File: config.mk
export PLATFORM = sky130hd
export DESIGN_NAME = parallel_printer_port_sender
export DESIGN_NICKNAME = d
export VERILOG_FILES = /design/src/rtl/ppps_pkg.sv /design/src/rtl/ppps_ram.sv /design/src/rtl/parallel_printer_port_sender.sv
export VERILOG_INCLUDE_DIRS = /design/src /design/src/rtl
export SDC_FILE = /design/constraint.sdc
export NUM_CORES = 2
export LEC_CHECK = 0
export BUFFER_PORTS_ARGS = -buffer_cell sky130_fd_sc_hd__buf_4
export CAP_MARGIN = 10
export CORE_ASPECT_RATIO = 2
export CORE_UTILIZATION = 35
export CTS_CLUSTER_SIZE = 24
export DETAILED_ROUTE_END_ITERATION = 6
export SETUP_SLACK_MARGIN = 0.02
export SYNTH_ARGS = -nofsm -noshare
export SYNTH_HDL_FRONTEND = slang
export SYNTH_SLANG_ARGS = --single-unit
export TNS_END_PERCENT = 1
File: constraint.sdc
create_clock -name clk -period 4.4 [get_ports clk]
set_input_delay 0.88 -clock clk [delete_from_list [all_inputs] [get_ports clk]]
set_output_delay 0.88 -clock clk [all_outputs]
set_load 0.005 [all_outputs]
File: src/rtl/assert_macros.svh
// Assertion macros shared by the RTL files
`ifndef ASSERT_MACROS_SVH
`define ASSERT_MACROS_SVH

`ifndef SYNTHESIS

// Property must hold at every clock edge outside reset
`define PPPS_ASSERT(label, clk, rst_n, prop, msg) \
    label: assert property (@(posedge clk) disable iff (!rst_n) (prop)) else $error(msg);

// Condition must never be true outside reset
`define PPPS_NEVER(label, clk, rst_n, cond, msg) \
    label: assert property (@(posedge clk) disable iff (!rst_n) !(cond)) else $error(msg);

`else

`define PPPS_ASSERT(label, clk, rst_n, prop, msg)
`define PPPS_NEVER(label, clk, rst_n, cond, msg)

`endif

`endif

File: src/rtl/ppps_pkg.sv
// Types and constants for the parallel printer port sender
`default_nettype none

package ppps_pkg;

    localparam int FIFO_DEPTH_DEF = 128;
    localparam int BYTE_W         = 8;
    localparam int TICK_W         = 20;
    localparam int STROBE_W       = 8;
    localparam int LIMIT_W        = 8;
    localparam int LEVEL_W        = 8;
    localparam int CFG_DATA_W     = 20;
    localparam int CFG_INDEX_W    = 2;

    localparam logic [STROBE_W-1:0] STROBE_WIDTH_RST = STROBE_W'(5);
    localparam logic [TICK_W-1:0]   ACK_TIMEOUT_RST  = TICK_W'(100999);
    localparam logic [LIMIT_W-1:0]  BUFFER_LIMIT_RST = LIMIT_W'(100);
    localparam logic [TICK_W-1:0]   TICK_MAX         = {TICK_W{1'b1}};

    typedef enum logic [1:0] {
        OP_TICK  = 2'd0,
        OP_PUSH  = 2'd1,
        OP_CLEAR = 2'd2
    } op_t;

    typedef enum logic [1:0] {
        MODE_READY    = 2'd0,
        MODE_STROBE   = 2'd1,
        MODE_ACK_RISE = 2'd2,
        MODE_ACK_FALL = 2'd3
    } mode_t;

    typedef enum logic [CFG_INDEX_W-1:0] {
        REG_STROBE_WIDTH = 2'd0,
        REG_ACK_TIMEOUT  = 2'd1,
        REG_BUFFER_LIMIT = 2'd2
    } cfg_reg_t;

    typedef struct packed {
        logic [1:0]        op;
        logic [BYTE_W-1:0] out_byte;
        logic              ack_line;
        logic              busy_line;
    } cmd_t;

    typedef struct packed {
        logic [BYTE_W-1:0]  data_lines;
        logic               strobe_line;
        logic [1:0]         port_mode;
        logic               space_available;
        logic [LEVEL_W-1:0] fill_level;
        logic               push_dropped;
    } status_t;

endpackage

`default_nettype wire

File: src/rtl/ppps_ram.sv
// Generic single write port RAM with registered read
`default_nettype none

module ppps_ram #(
    parameter int WIDTH = ppps_pkg::BYTE_W,
    parameter int DEPTH = ppps_pkg::FIFO_DEPTH_DEF
) (
    input  wire logic                     clk,
    input  wire logic                     we,
    input  wire logic [$clog2(DEPTH)-1:0] waddr,
    input  wire logic [WIDTH-1:0]         wdata,
    input  wire logic [$clog2(DEPTH)-1:0] raddr,
    output logic      [WIDTH-1:0]         rdata
);

    logic [WIDTH-1:0] mem [DEPTH];
    logic [WIDTH-1:0] rdata_reg;

    always_ff @(posedge clk)
    begin
        if (we)
        begin
            mem[waddr] <= wdata;
        end
        rdata_reg <= mem[raddr];
    end

    assign rdata = rdata_reg;

endmodule

`default_nettype wire

File: src/rtl/parallel_printer_port_sender.sv
// Parallel printer port sender: byte FIFO and strobe/ack handshake machine
// An accepted transaction passes through the command register, then the status
// register, before its status is valid.
// Throughput: one transaction per cycle while the status output is not stalled; the
// FIFO RAM head read is registered and bypassed when a push lands on the head entry.
// Reset: empty FIFO, ready mode, strobe low, registers at defaults; no clear sweep.
`default_nettype none
`include "assert_macros.svh"

module parallel_printer_port_sender #(
    parameter int FIFO_DEPTH = ppps_pkg::FIFO_DEPTH_DEF
) (
    input  wire logic                                clk,
    input  wire logic                                rst_n,
    input  wire logic                                cmd_valid,
    output logic                                     cmd_stall,
    input  wire ppps_pkg::cmd_t                      cmd,
    output logic                                     status_valid,
    input  wire logic                                status_stall,
    output ppps_pkg::status_t                        status,
    input  wire logic                                cfg_we,
    input  wire logic [ppps_pkg::CFG_INDEX_W-1:0]    cfg_index,
    input  wire logic [ppps_pkg::CFG_DATA_W-1:0]     cfg_data
);

    localparam int PTR_W = $clog2(FIFO_DEPTH);
    localparam int CNT_W = $clog2(FIFO_DEPTH + 1);
    localparam int SUM_W = CNT_W + 1;
    localparam int CMP_W = (CNT_W > ppps_pkg::LEVEL_W) ? CNT_W : ppps_pkg::LEVEL_W;
    localparam logic [CNT_W-1:0] CNT_FULL = CNT_W'(FIFO_DEPTH);
    localparam logic [PTR_W-1:0] PTR_LAST = PTR_W'(FIFO_DEPTH - 1);
    localparam logic [SUM_W-1:0] SUM_DEPTH = SUM_W'(FIFO_DEPTH);

    logic                               in_valid_reg, in_valid_next;
    ppps_pkg::cmd_t                     in_reg;
    logic                               out_valid_reg, out_valid_next;
    ppps_pkg::status_t                  out_reg, out_next;

    ppps_pkg::mode_t                    mode_reg, mode_next;
    logic [PTR_W-1:0]                   rd_ptr_reg, rd_ptr_next;
    logic [CNT_W-1:0]                   count_reg, count_next;
    logic [ppps_pkg::BYTE_W-1:0]        held_reg, held_next;
    logic                               strobe_reg, strobe_next;
    logic [ppps_pkg::TICK_W-1:0]        elapsed_reg, elapsed_next;

    logic [ppps_pkg::STROBE_W-1:0]      strobe_width_reg;
    logic [ppps_pkg::TICK_W-1:0]        ack_timeout_reg;
    logic [ppps_pkg::LIMIT_W-1:0]       buffer_limit_reg;

    logic                               byp_valid_reg, byp_valid_next;
    logic [ppps_pkg::BYTE_W-1:0]        byp_data_reg;

    logic                               out_load, process;
    logic                               is_tick, is_push, is_clear;
    logic                               fifo_empty, fifo_full;
    logic                               pop, push_ok, dropped;
    logic [ppps_pkg::TICK_W-1:0]        elapsed_inc;
    logic                               strobe_done, ack_expired;
    logic [PTR_W-1:0]                   ptr_inc, wr_addr;
    logic [SUM_W-1:0]                   wr_sum;
    logic [ppps_pkg::BYTE_W-1:0]        ram_rdata, head_data;
    logic [CMP_W-1:0]                   count_next_ext;

    // Pipeline control
    assign out_load  = !out_valid_reg || !status_stall;
    assign process   = in_valid_reg && out_load;
    assign cmd_stall = in_valid_reg && !out_load;

    assign in_valid_next  = (cmd_valid && !cmd_stall) ? 1'b1 : (process ? 1'b0 : in_valid_reg);
    assign out_valid_next = process ? 1'b1 : (status_stall ? out_valid_reg : 1'b0);

    assign is_tick  = process && (in_reg.op == ppps_pkg::OP_TICK);
    assign is_push  = process && (in_reg.op == ppps_pkg::OP_PUSH);
    assign is_clear = process && (in_reg.op == ppps_pkg::OP_CLEAR);

    assign fifo_empty = (count_reg == '0);
    assign fifo_full  = (count_reg == CNT_FULL);
    assign pop        = is_tick && (mode_reg == ppps_pkg::MODE_READY)
                        && !in_reg.busy_line && !fifo_empty;
    assign push_ok    = is_push && !fifo_full;
    assign dropped    = is_push && fifo_full;

    assign elapsed_inc = (elapsed_reg == ppps_pkg::TICK_MAX) ? elapsed_reg
                                                             : elapsed_reg + 1'b1;
    assign strobe_done = elapsed_inc > ppps_pkg::TICK_W'(strobe_width_reg);
    assign ack_expired = elapsed_inc > ack_timeout_reg;

    // FIFO addressing
    assign ptr_inc = (rd_ptr_reg == PTR_LAST) ? '0 : rd_ptr_reg + 1'b1;
    assign wr_sum  = SUM_W'(rd_ptr_reg) + SUM_W'(count_reg);
    assign wr_addr = (wr_sum >= SUM_DEPTH) ? PTR_W'(wr_sum - SUM_DEPTH) : PTR_W'(wr_sum);

    assign rd_ptr_next = is_clear ? '0 : (pop ? ptr_inc : rd_ptr_reg);
    assign count_next  = is_clear ? '0 :
                         pop      ? count_reg - 1'b1 :
                         push_ok  ? count_reg + 1'b1 : count_reg;

    // Push landing on the entry being read: RAM output is stale next cycle
    assign byp_valid_next = push_ok && (wr_addr == rd_ptr_next);
    assign head_data      = byp_valid_reg ? byp_data_reg : ram_rdata;

    ppps_ram #(
        .WIDTH (ppps_pkg::BYTE_W),
        .DEPTH (FIFO_DEPTH)
    ) u_fifo_ram (
        .clk   (clk),
        .we    (push_ok),
        .waddr (wr_addr),
        .wdata (in_reg.out_byte),
        .raddr (rd_ptr_next),
        .rdata (ram_rdata)
    );

    // Handshake next state
    always_comb
    begin
        mode_next = mode_reg;
        if (is_tick)
        begin
            case (mode_reg)
                ppps_pkg::MODE_READY:
                begin
                    if (!in_reg.busy_line && !fifo_empty)
                    begin
                        mode_next = ppps_pkg::MODE_STROBE;
                    end
                end
                ppps_pkg::MODE_STROBE:
                begin
                    if (strobe_done)
                    begin
                        mode_next = ppps_pkg::MODE_ACK_RISE;
                    end
                end
                ppps_pkg::MODE_ACK_RISE:
                begin
                    if (in_reg.ack_line)
                    begin
                        mode_next = ppps_pkg::MODE_ACK_FALL;
                    end
                    else if (ack_expired)
                    begin
                        mode_next = ppps_pkg::MODE_READY;
                    end
                end
                ppps_pkg::MODE_ACK_FALL:
                begin
                    if (!in_reg.ack_line)
                    begin
                        mode_next = ppps_pkg::MODE_READY;
                    end
                end
                default:
                begin
                    mode_next = ppps_pkg::MODE_READY;
                end
            endcase
        end
    end

    // Handshake outputs: data, strobe, tick counter
    always_comb
    begin
        held_next    = held_reg;
        strobe_next  = strobe_reg;
        elapsed_next = elapsed_reg;
        if (is_tick)
        begin
            case (mode_reg)
                ppps_pkg::MODE_READY:
                begin
                    if (pop)
                    begin
                        held_next    = head_data;
                        strobe_next  = 1'b1;
                        elapsed_next = '0;
                    end
                end
                ppps_pkg::MODE_STROBE:
                begin
                    if (strobe_done)
                    begin
                        strobe_next  = 1'b0;
                        elapsed_next = '0;
                    end
                    else
                    begin
                        elapsed_next = elapsed_inc;
                    end
                end
                ppps_pkg::MODE_ACK_RISE:
                begin
                    elapsed_next = elapsed_inc;
                end
                default:
                begin
                    elapsed_next = elapsed_reg;
                end
            endcase
        end
    end

    // Status transaction
    assign count_next_ext = CMP_W'(count_next);

    always_comb
    begin
        out_next.data_lines      = held_next;
        out_next.strobe_line     = strobe_next;
        out_next.port_mode       = 2'(mode_next);
        out_next.space_available = count_next_ext < CMP_W'(buffer_limit_reg);
        out_next.fill_level      = count_next_ext[ppps_pkg::LEVEL_W-1:0];
        out_next.push_dropped    = dropped;
    end

    always_ff @(posedge clk or negedge rst_n)
    begin
        if (!rst_n)
        begin
            in_valid_reg     <= 1'b0;
            out_valid_reg    <= 1'b0;
            mode_reg         <= ppps_pkg::MODE_READY;
            rd_ptr_reg       <= '0;
            count_reg        <= '0;
            held_reg         <= '0;
            strobe_reg       <= 1'b0;
            elapsed_reg      <= '0;
            byp_valid_reg    <= 1'b0;
            strobe_width_reg <= ppps_pkg::STROBE_WIDTH_RST;
            ack_timeout_reg  <= ppps_pkg::ACK_TIMEOUT_RST;
            buffer_limit_reg <= ppps_pkg::BUFFER_LIMIT_RST;
        end
        else
        begin
            in_valid_reg  <= in_valid_next;
            out_valid_reg <= out_valid_next;
            mode_reg      <= mode_next;
            rd_ptr_reg    <= rd_ptr_next;
            count_reg     <= count_next;
            held_reg      <= held_next;
            strobe_reg    <= strobe_next;
            elapsed_reg   <= elapsed_next;
            byp_valid_reg <= byp_valid_next;
            if (cfg_we)
            begin
                case (cfg_index)
                    ppps_pkg::REG_STROBE_WIDTH:
                    begin
                        strobe_width_reg <= cfg_data[ppps_pkg::STROBE_W-1:0];
                    end
                    ppps_pkg::REG_ACK_TIMEOUT:
                    begin
                        ack_timeout_reg <= cfg_data[ppps_pkg::TICK_W-1:0];
                    end
                    ppps_pkg::REG_BUFFER_LIMIT:
                    begin
                        buffer_limit_reg <= cfg_data[ppps_pkg::LIMIT_W-1:0];
                    end
                    default:
                    begin
                        buffer_limit_reg <= buffer_limit_reg;
                    end
                endcase
            end
        end
    end

    // Payload registers
    always_ff @(posedge clk)
    begin
        if (cmd_valid && !cmd_stall)
        begin
            in_reg <= cmd;
        end
        if (process)
        begin
            out_reg <= out_next;
        end
        byp_data_reg <= in_reg.out_byte;
    end

    assign status_valid = out_valid_reg;
    assign status       = out_reg;

    `PPPS_NEVER(a_count_bound, clk, rst_n, count_reg > CNT_FULL, "FIFO count above depth")
    `PPPS_ASSERT(a_strobe_mode, clk, rst_n,
        strobe_reg == (mode_reg == ppps_pkg::MODE_STROBE),
        "strobe level disagrees with handshake mode")
    `PPPS_ASSERT(a_level_match, clk, rst_n,
        out_valid_reg |-> (out_reg.fill_level == ppps_pkg::LEVEL_W'(count_reg)),
        "held status fill level disagrees with FIFO count")
    `PPPS_ASSERT(a_drop_full, clk, rst_n,
        (out_valid_reg && out_reg.push_dropped) |-> fifo_full,
        "dropped push reported while FIFO not full")

endmodule

`default_nettype wire

==> results.md <==
- Fin. Hold Viols: 0
- Initial antenna violation count: 1
- Die Wd: about 260 um
- Status: finished, violations left
- Syn Area/Cell: 13.98 sq um
- Detailed Route Iter0 Violations: 2600
- Worst stage delay on the critical path: approximately 0.66 ns
- Core area: 0.1353 sq mm
- Initial core utilization: between 30% and 40%
- Final min period: between 4 and 5 ns
- Cell Chain, Critical Path: inv_1 > ha_1 > nand2b_1 > or4_4 > buf_4 > nor3_1 > nor2_4 > inv_8 > buf_12 > buf_4 > a22oi_1 > a22o_1 > o41ai_1 > buf_4 > a21o_1 > a22oi_1
- Total power: roughly 26 mW
- I/O pin cnt: slightly above 60
- CTS sink count: 1158
- Seq/Total Area, Yosys: between 70% and 80%
- Post-Synthesis Cell Area: approximately 0.048 sq mm
- CTS Buffer Depth: 3
- Critical path data arrival time: ~4.9 ns
- Skew final: around 0.037 ns
- Detail Route Antenna Nets: 0
- Syn. warnings: 0
- Slew headroom: between 20% and 30%
- Depth of the CTS H-tree: 3
- Async SR Flop Fraction: 7.340%
- Reg2reg setup slack: approximately 0.12 ns
- Routed len/inst: 26.08 um
- Worst-path clk slew: around 0.070 ns
- Type of origin of the critical path: flip-flop
- Share of layout cells above drive strength 1: ~19%
- Total GRT Usage: 20.81%
- FF+latch area: between 0.03 and 0.04 sq mm
- R2R Path End: u_fifo_ram.rdata[4]
- Num CTS Buffers: 92
- Synth Instances: about 3400
- CP bufs+invs: 6
- Setup slack after layout: about 0.12 ns
- Largest register by flop count: u_fifo_ram.mem
- Input/output buffers: approximately 60
- Detailed placer's ending HPWL: just under 100000 um
- Reg2reg path depth: 16
- Vias/cell: about 5.5
- Post-synth EDFFs: ~1100
- CTS Hold Bufs: 0
- Largest net degree at the start of global routing: 130
- Max Slew Vio Count: 0
- Die Ht: between 500 and 600 um
- Post-placement cell count: between 5000 and 6000
- Crit Path Max Fanout: 46
- First-pass GRT wire length: 209500 um
- Fin nets: approximately 3900
- CTS tree: built
- Vias in the first global route: ~31000
- Max_cap viols: 0
- Peak VDD IR: between 300 and 400 uV
- Synth area leaders: edfxtp_1, nand2_1, dfrtp_1, mux2i_1, a21oi_1
- Yosys top cell area share: 66.66%
- CP most frequent cell: buf_4
- Worst r2r src: mode_reg[1]
- Hold Crit Class: input port to async pin
- DRC errors left: 1
- Setup crit end kind: flip-flop
- Number of flip-flops in the largest register: slightly above 1000
- CP max-delay cell: o41ai_1
- Fin crit share: a little over nine tenths
- Final instance area: 0.05577 sq mm
- First drt pass iteration count: 7
- Worst EP required: slightly below 5 ns
- Post-Route WL: between 100000 and 150000 um
- Die ar.: 0.1376 sq mm
- Via count: a little over 30000
- Measured slew at the worst slew-check pin: about 1.1 ns
- Fin Hold WS: roughly 0.27 ns
- #FFs+latches synth: between 1000 and 1500
- Cell Pwr Density: roughly 470 mW/mm^2
- Leakage: roughly 19 nW
- Non-Filler Instances: 5587
- Synth cell count leaders: edfxtp_1, nand2_1, nor2_1
- Failing checks: DRC
- Layout overhead on the synthesized area: 17.12%
- Cell Area, Placed: around 0.053 sq mm
- Pre-CTS setup slack: -0.2482 ns
- Cell taking the most area after synthesis: edfxtp_1
- Area of the multi-input gates: 0.01216 sq mm
- WS Path Type: flip-flop to flip-flop
- Delay-heaviest family, CP: buffers and inverters
- Distinct cell type count after synthesis: 100
- Root Driver: clkbuf_16
- FMAX: roughly 230 MHz
- Syn nets: between 3000 and 4000
- Filler cells: 12418
- Global route overflow: 0
- Row cnt: 191
- Final setup violation count: 0
- Main synth FF type: edfxtp_1
- Worst-skew pair later-pin latency: around 0.7 ns
- RSZ-0062 raised after global routing: true
- Placer Congestion: just over 0.9
- Cell with the most instances after synthesis: edfxtp_1
-- stage by stage --
| stage | util [%] | setup TNS, ns |
|---|---|---|
| 3_5_place_dp | 39.02 | -0.9192 |
| 4_1_cts | 41.20 | 0 |
| 6_report | 41.23 | 0 |
| 2_1_floorplan | - | 0 |
| 5_1_grt | 41.23 | 0 |
| 3_3_place_gp | 39.02 | -0.7954 |
-- cells in the final DEF, fill, tap and decap left out, types with 19 or more instances in the layout --
master	instances
a21oi_1	176
a221oi_1	20
a22o_1	22
a22oi_1	30
a31oi_1	69
and3_1	19
buf_12	40
buf_4	429
clkbuf_16	94
clkinv_1	23
clkinv_2	21
dfrtp_1	70
edfxtp_1	1057
ha_1	50
inv_1	62
mux2_2	36
mux2i_1	132
nand2_1	523
nand3_1	103
nand4_1	29
nor2_1	177
nor3_1	35
o21ai_0	98
o221ai_1	66
o22ai_1	116
xnor2_1	21
-- metal layers --
layer	vias up	GRT usage [%]	wire, um
met4	0	15.46	11740
met1	15600	20.45	47980
met2	1155	39.76	78850
met3	388	2.548	7128
met5	-	0	0
li1	13769	-	-
-- cells by family (layout without fill, tap and decap cells) --
kind of cell,after synthesis,count (layout),synth area share (%)
AOI/OAI and AO/OA,758,758,10.68
xor gates and xnor gates,33,33,0.6385
adders and majority gates,51,51,1.356
buffers and inverters,262,705,2.814
DFF,1158,1158,71.83
muxes,169,169,3.674
other,0,1,0
and+or+nand+nor,975,975,9.002
-- power by group --
part	internal (mW)	switching (mW)
logic	1.86	3.35
clock network	4.37	3.94
registers	12.3	0.213
total	18.6	7.50
-- how the worst max path moves through the flow --
stage / startpoint / to / depth (start not counted)
after floorplan: elapsed_reg[7] / elapsed_reg[15] / 19
after global placement: status_stall / u_fifo_ram.rdata[6] / 15
after detailed placement: status_stall / u_fifo_ram.rdata[6] / 13
after CTS: elapsed_reg[1] / elapsed_reg[9] / 20
after global routing: elapsed_reg[1] / elapsed_reg[9] / 21
final: mode_reg[1] / u_fifo_ram.rdata[4] / 16
-- timing repair --
| action | CTS | global route |
|---|---|---|
| endpoints found under the setup margin | 4 | 18 |
| buffers inserted | 0 | 1 |
| resized for setup | 1 | 6 |
-- cell type report --
cell class | instances | share of cell area (%)
multi-input cells | 1986 | 21.81
diodes | 1 | 0.004487
repair buffers | 469 | 7.211
flip-flops and latches | 1158 | 61.34
clock buffers | 110 | 4.415
inverters | 66 | 0.4734
well taps | 1737 | 3.897
clock inverters | 60 | 0.8570
(Power assumes the default switching activity.)
